$ cat src/design/sobol_sequence_generator_defines.svh
// ----------------------------------------------------------------------------
// Sobol sequence generator assertion macros
// Shared concurrent assertion shorthands, clocked on clock and muted in reset.
// ----------------------------------------------------------------------------
`ifndef SOBOL_SEQUENCE_GENERATOR_DEFINES_SVH
`define SOBOL_SEQUENCE_GENERATOR_DEFINES_SVH

// Same-cycle property check.
`define SOBOL_ASSERT(label, prop, msg) \
   label: assert property (@(posedge clock) disable iff (reset) prop) else $error(msg);

// Condition in one cycle implies a property in the next.
`define SOBOL_ASSERT_NEXT(label, cond, prop, msg) \
   label: assert property (@(posedge clock) disable iff (reset) (cond) |=> (prop)) \
      else $error(msg);

`endif

$ cat src/design/sobol_pkg.sv
// ----------------------------------------------------------------------------
// Sobol sequence generator package
// Shared constants, codes, the cell command type and the Gray-code helper.
// ----------------------------------------------------------------------------
package sobol_pkg;

   localparam int MAX_DIMS_DEF = 16;
   localparam int MAX_BITS_DEF = 32;

   localparam int WORD_W    = 32;
   localparam int DIM_W     = 4;
   localparam int BITPOS_W  = 6;
   localparam int BITIDX_W  = 5;
   localparam int DIMS_W    = 5;
   localparam int BITS_W    = 6;
   localparam int REQ_TDATA_W = 80;
   localparam int CSR_ADDR_W  = 3;
   localparam int CSR_DATA_W  = 32;

   localparam logic REQ_LOAD   = 1'b0;
   localparam logic REQ_SAMPLE = 1'b1;

   localparam logic STATUS_OK    = 1'b0;
   localparam logic STATUS_RANGE = 1'b1;

   localparam logic REG_DIMS_USED = 1'b0;
   localparam logic REG_BITS_USED = 1'b1;

   localparam logic [DIMS_W-1:0] DIMS_USED_RST = 5'd16;
   localparam logic [BITS_W-1:0] BITS_USED_RST = 6'd32;

   typedef struct packed {
      logic                wr_en;
      logic                rd_en;
      logic                xor_en;
      logic                clear;
      logic [DIM_W-1:0]    dim;
      logic [BITIDX_W-1:0] addr;
      logic [WORD_W-1:0]   data;
      logic [DIMS_W-1:0]   dims;
   } cell_cmd_type;

   function automatic logic [WORD_W-1:0] gray(input logic [WORD_W-1:0] x);
      return x ^ (x >> 1);
   endfunction

endpackage

$ cat src/design/sobol_cell.sv
// ----------------------------------------------------------------------------
// Sobol dimension cell
// Holds the direction words and the running XOR word of one dimension and
// passes the selected word along the readout chain.
// ----------------------------------------------------------------------------
module sobol_cell #(
   parameter int CELL_IDX = 0,
   parameter int MAX_BITS = sobol_pkg::MAX_BITS_DEF
) (
   input  logic                          clock,
   input  logic                          reset,
   input  sobol_pkg::cell_cmd_type       cmd,
   input  logic [sobol_pkg::WORD_W-1:0]  chain_in,
   output logic [sobol_pkg::WORD_W-1:0]  chain_out
);

   localparam int AW = (MAX_BITS > 1) ? $clog2(MAX_BITS) : 1;

   logic [sobol_pkg::WORD_W-1:0] dir_mem [MAX_BITS];
   logic [sobol_pkg::WORD_W-1:0] rd_ff;
   logic [sobol_pkg::WORD_W-1:0] word_ff;
   logic [sobol_pkg::WORD_W-1:0] word_in;
   logic [sobol_pkg::WORD_W-1:0] word_view;
   logic [AW-1:0]                addr;
   logic                         sel;
   logic                         active;

   assign addr   = cmd.addr[AW-1:0];
   assign sel    = (int'(cmd.dim) == CELL_IDX);
   assign active = (int'(cmd.dims) > CELL_IDX) || ((cmd.dims == '0) && (CELL_IDX == 0));

   always_ff @(posedge clock) begin
      if (cmd.wr_en && sel) begin
         dir_mem[addr] <= cmd.data;
      end
      if (cmd.rd_en) begin
         rd_ff <= dir_mem[addr];
      end
   end

   assign word_view = (cmd.xor_en && active) ? (word_ff ^ rd_ff) : word_ff;

   always_comb begin
      if (cmd.clear) begin
         word_in = '0;
      end else begin
         word_in = word_view;
      end
   end

   always_ff @(posedge clock) begin
      if (reset) begin
         word_ff <= '0;
      end else begin
         word_ff <= word_in;
      end
   end

   assign chain_out = sel ? word_view : chain_in;

endmodule

$ cat config.mk
export PLATFORM = sky130hd
export DESIGN_NAME = sobol_cell
export DESIGN_NICKNAME = d
export VERILOG_FILES = /design/src/design/sobol_sequence_generator_defines.svh /design/src/design/sobol_pkg.sv /design/src/design/sobol_cell.sv
export SDC_FILE = /design/constraint.sdc
export NUM_CORES = 1
export LEC_CHECK = 0
export ABC_AREA = 1
export BUFFER_PORTS_ARGS = -buffer_cell sky130_fd_sc_hd__buf_2
export CAP_MARGIN = 20
export CORE_MARGIN = 8
export CORE_UTILIZATION = 40
export CTS_CLUSTER_SIZE = 16
export DETAILED_ROUTE_END_ITERATION = 6
export PLACE_DENSITY = 0.56
export SYNTH_ARGS = -nofsm -noshare
export SYNTH_HDL_FRONTEND = slang
export SYNTH_SLANG_ARGS = --single-unit
$ cat constraint.sdc
create_clock -name clock -period 7.27 [get_ports clock]
set_clock_uncertainty 0.2 [all_clocks]
set_input_delay 0.3635 -clock clock [delete_from_list [all_inputs] [get_ports clock]]
set_output_delay 0.3635 -clock clock [all_outputs]
set_load 0.05 [all_outputs]
# After elaboration in Yosys (flattened, before gate mapping)
# Memories as Yosys holds them, arrays and structs flattened. A register that Yosys moved wholly into a read port is not among the register bits.
# Index checks and enable logic that the tools add are counted.
# word_totals
ram_bits	1024
output_inout_bits	32
regBits	32
mem_count	1
elab_cells	14
input_bits	84
# memory_table
name	depth	word_bits	rd	rd_clocked_by_memory_dff	wr	line	rtl
dir_mem	32	32	1	1	1	sobol_cell.sv:19	logic [sobol_pkg::WORD_W-1:0] dir_mem [MAX_BITS];
# op_classes
n_mux	4
n_reduce_logical	6
order_cmp	1
bitwise_logic	1
# op_table
op	n
$mux W32	2
$xor A32 B32 Y32	1
$gt A5 B1 Y1 const B	1
$logic_not A5 Y1	1
$logic_not A4 Y1	1
$logic_and A1 B1 Y1	2
$mux W1	2
$reduce_or A2 Y1	1
$logic_or A1 B1 Y1	1

# Depth between registers and ports, before layout
# logic_depth
ltp_word	5
ltp_mapped	11
ltp_nobuf	9

# Worst setup path before layout
# Ideal clock, no wire load.
# synth_timing
path_type	input-to-reg
start	input port cmd[38] (netlist name)
end	memory dir_mem[10][0] (netlist name) (enable)
setup_time_ns	0.421
n_path_buf	3
path_stages	5
t_arrival_ns	2.589
slack_ns	4.060
cell_sequence	buf_2 > clkbuf_1 > buf_2 > nand3_1 > nor2_1
# synth_rtl
element	line	rtl
start, declared	sobol_cell.sv:12	input sobol_pkg::cell_cmd_type cmd,
end, declared	sobol_cell.sv:19	
# Straight into the memory's write port.

# Worst setup path after layout
# layout_timing
start	input port cmd[43] (netlist name)
end	memory dir_mem[24][23] (netlist name) (enable)
# layout_via
elab_chain_len	4
# layout_rtl
element	line	rtl
$logic_not A4 Y1	sobol_cell.sv:29	assign sel = (int'(cmd.dim) == CELL_IDX);
$logic_and A1 B1 Y1	sobol_cell.sv:33	if (cmd.wr_en && sel) begin
$mux W1	sobol_cell.sv:33	
$mux W1 (implied by the code)	sobol_cell.sv:34	dir_mem[addr] <= cmd.data;
# No other way between the ends.

==> flow_summary.toml <==
[outcome]
status = "complete, but fails checks"
violations = "design-rule violations"

[worst_setup_path]
crit_type = "in2reg"
timing.rr.start = "dir_mem[27][24]"
ff2ff_setup_slack_ns = 5.34
path_buf_inv = 2
cp_top_family = "simple AND/OR/NAND/NOR gates"
setup.worst_path.start = "cmd[43]"
critPathLaunchType = "input port"
end_kind = "flop"
rr_worst_depth = 8
crit_required_ns = 7.44
crit_path_cell_trace = "buf_2 -> nor2_1 -> nand2_2 -> nor2_1 -> nand3_1 -> nor2_4 -> buf_4"
endpoint = "dir_mem[24][23]"
critPathMaxFanout = 65
slowest_delay_ns = 1.07
cp_common_cell = "nor2_1"
critical_path_depth = 7
crit_slowest_cell = "nor2_4"
worstReg2RegEnd = "rd_ff[24]"
worst-endpoint-arrival_ns = 4.07

[routing]
totalWireLength_um = 120000
wl_per_cell_um = 20.1
antenna_left = 0
drc = 2
routed_via_density = 4.86
dr.pass1.iters = 7
first_iter_violations = 2851
vias = 29000

[finish]
layout-drive-gt1-share = 0.0829
area_growth_pct = 13.9
finalNetCount = 4474
fillers = 10200
fin_area_mm2 = 0.0510

[synth]
syn_inst = 4303
yosys.area.top_type = "edfxtp_1"
syn_area_per_cell_um2 = 10.4
synth_top_area_share = 0.709
synth_area_leaders = "edfxtp_1 71%, nand2_1 23%, dfxtp_1 1.4%"
ys_seq_area_frac = 0.723
synth_fp_nets = 4387
ys_warn_count = 0
ys_types = 16
ys_ff_latch = 1088
syn_area_mm2 = 0.0448

[job]
maxCapViolations = 0

[worst_hold_path]
hold_path.class = "in2reg"

[timing]
setup_viol = 0
tightestPinTransition_ns = 1.05
finalHoldViolCount = 0
timing.max_slew.rel_slack = 0.295
tns_ns = 0
worst_slack_ns = 3.37
layout_min_cycle_time_ns = 3.90
hold_ws_ns = 0.0412
finalCritPeriodShare = 0.536
drv_slew = 0
fmax_mhz = 257
rsz0062_at_grt = "no"

[floorplan]
die_height_um = 350
rows = 122
core-area_mm2 = 0.111
die_x_um = 350
initial_utilization = 0.404
ios = 116
die_area_mm2 = 0.123

[clocking]
cts_tree = "done"
worstSkewPairLatency_ns = 0.70
root_buffer = "clkbuf_16"
cts_made_buffers = 115
cts_setup_buffers = 0
cts.clk_slew.worst_paths_ns = 0.06
cts.htree.levels = 3
cts_buffer_depth = 3
clkSinkCount = 1088

[place]
dp_slack_ns = 2.69
dpl.hpwl_um = 65600
portBuffers = 110
globalplace.congestion = 0.819
placed_cell_area_mm2 = 0.0471

[power]
p_leak_nw = 20.9
p_total_mw = 13.5
ir_worst_vdd_uv = 210
power_density_mw_per_mm2 = 265

[global_routing]
antenna_found_initial = 6
grt_usage = 0.192
overflow = 0
grt_pass1_vias = 27000
grt_pass1_wl_um = 178000
grt_max_degree = 179
==> state kept, by name, indices dropped and copies added, names as in the netlist <==
name     cells
dir_mem   1024
rd_ff       32
word_ff     32
==> area by class of cell <==
cell class	count	area, um^2	share of cell area
tap	1488	1860	0.0365
antenna	1	2.50	0.0000491
inverter	14	67.6	0.00133
sequential	1088	32400	0.635
clock inverter	68	722	0.0142
multi-input combinational	2993	11800	0.231
clock buffer	144	3000	0.0588
timing repair buffer	178	1190	0.0234
==> cells in the final DEF, fill, tap and decap left out, drive strengths merged <==
| master | instances |
|---|---|
| nor2 | 131 |
| inv | 17 |
| o21ai | 32 |
| diode | 1 |
| clkinv | 50 |
| nand2 | 2785 |
| clkinvlp | 2 |
| nand3 | 4 |
| or2 | 1 |
| dlygate4sd3 | 12 |
| clkbuf | 144 |
| buf | 166 |
| edfxtp | 1056 |
| xor2 | 32 |
| nor3 | 8 |
| bufinv | 13 |
| dfxtp | 32 |
==> cell families after synthesis <==
family,count (synthesis),share of synthesized area
simple gates,2929,0.247
flops,1088,0.723
buf+inv,222,0.0204
compound gates,32,0.00358
xor+xnor,32,0.00626
==> cells in the mapped netlist (all sizes together) <==
library cell,instances
nand2,2785
o21ai,32
clkbuf,131
edfxtp,1056
dfxtp,32
inv,13
nor3,8
nor2,131
xor2,32
clkinv,1
or2,1
nand3,4
buf,77
==> where the power goes <==
group	switching (mW)	internal [mW]
Combinational	0.587	0.175
Clock	2.43	3.38
Sequential	0.0186	6.91
==> metal layers <==
layer | global-route usage | share of wire | wire, um
met1 | 0.270 | 0.44 | 52900
met2 | 0.309 | 0.46 | 55400
met3 | 0.0317 | 0.073 | 8730
met4 | 0.0533 | 0.027 | 3230
met5 | 0 | 0 | 0
==> timing repair <==
item,4_1_cts,5_1_grt
endpoints found under the hold margin,294,0
hold buffers,12,0
gates resized for setup,0,0
setup endpoints to repair,0,0
==> stage by stage <==
step	util	cells
after floorplan	-	4303
after global placement	0.425	5748
after detailed placement	0.425	5749
after CTS	0.460	5973
after global routing	0.460	5973
final	0.460	5974
==> worst min-delay path by stage <==
stage,startpoint,end,slack (ns),depth (start not counted)
after floorplan,cmd[5],dir_mem[0][0],0.26,0
after global placement,word_ff[9],word_ff[9],0.29,2
after detailed placement,word_ff[23],word_ff[23],0.29,2
after CTS,cmd[13],dir_mem[24][8],0.007,1
after global routing,cmd[13],dir_mem[26][8],0.03,1
final,cmd[28],dir_mem[8][23],0.04,1
Power figures use the tool's default switching activity.
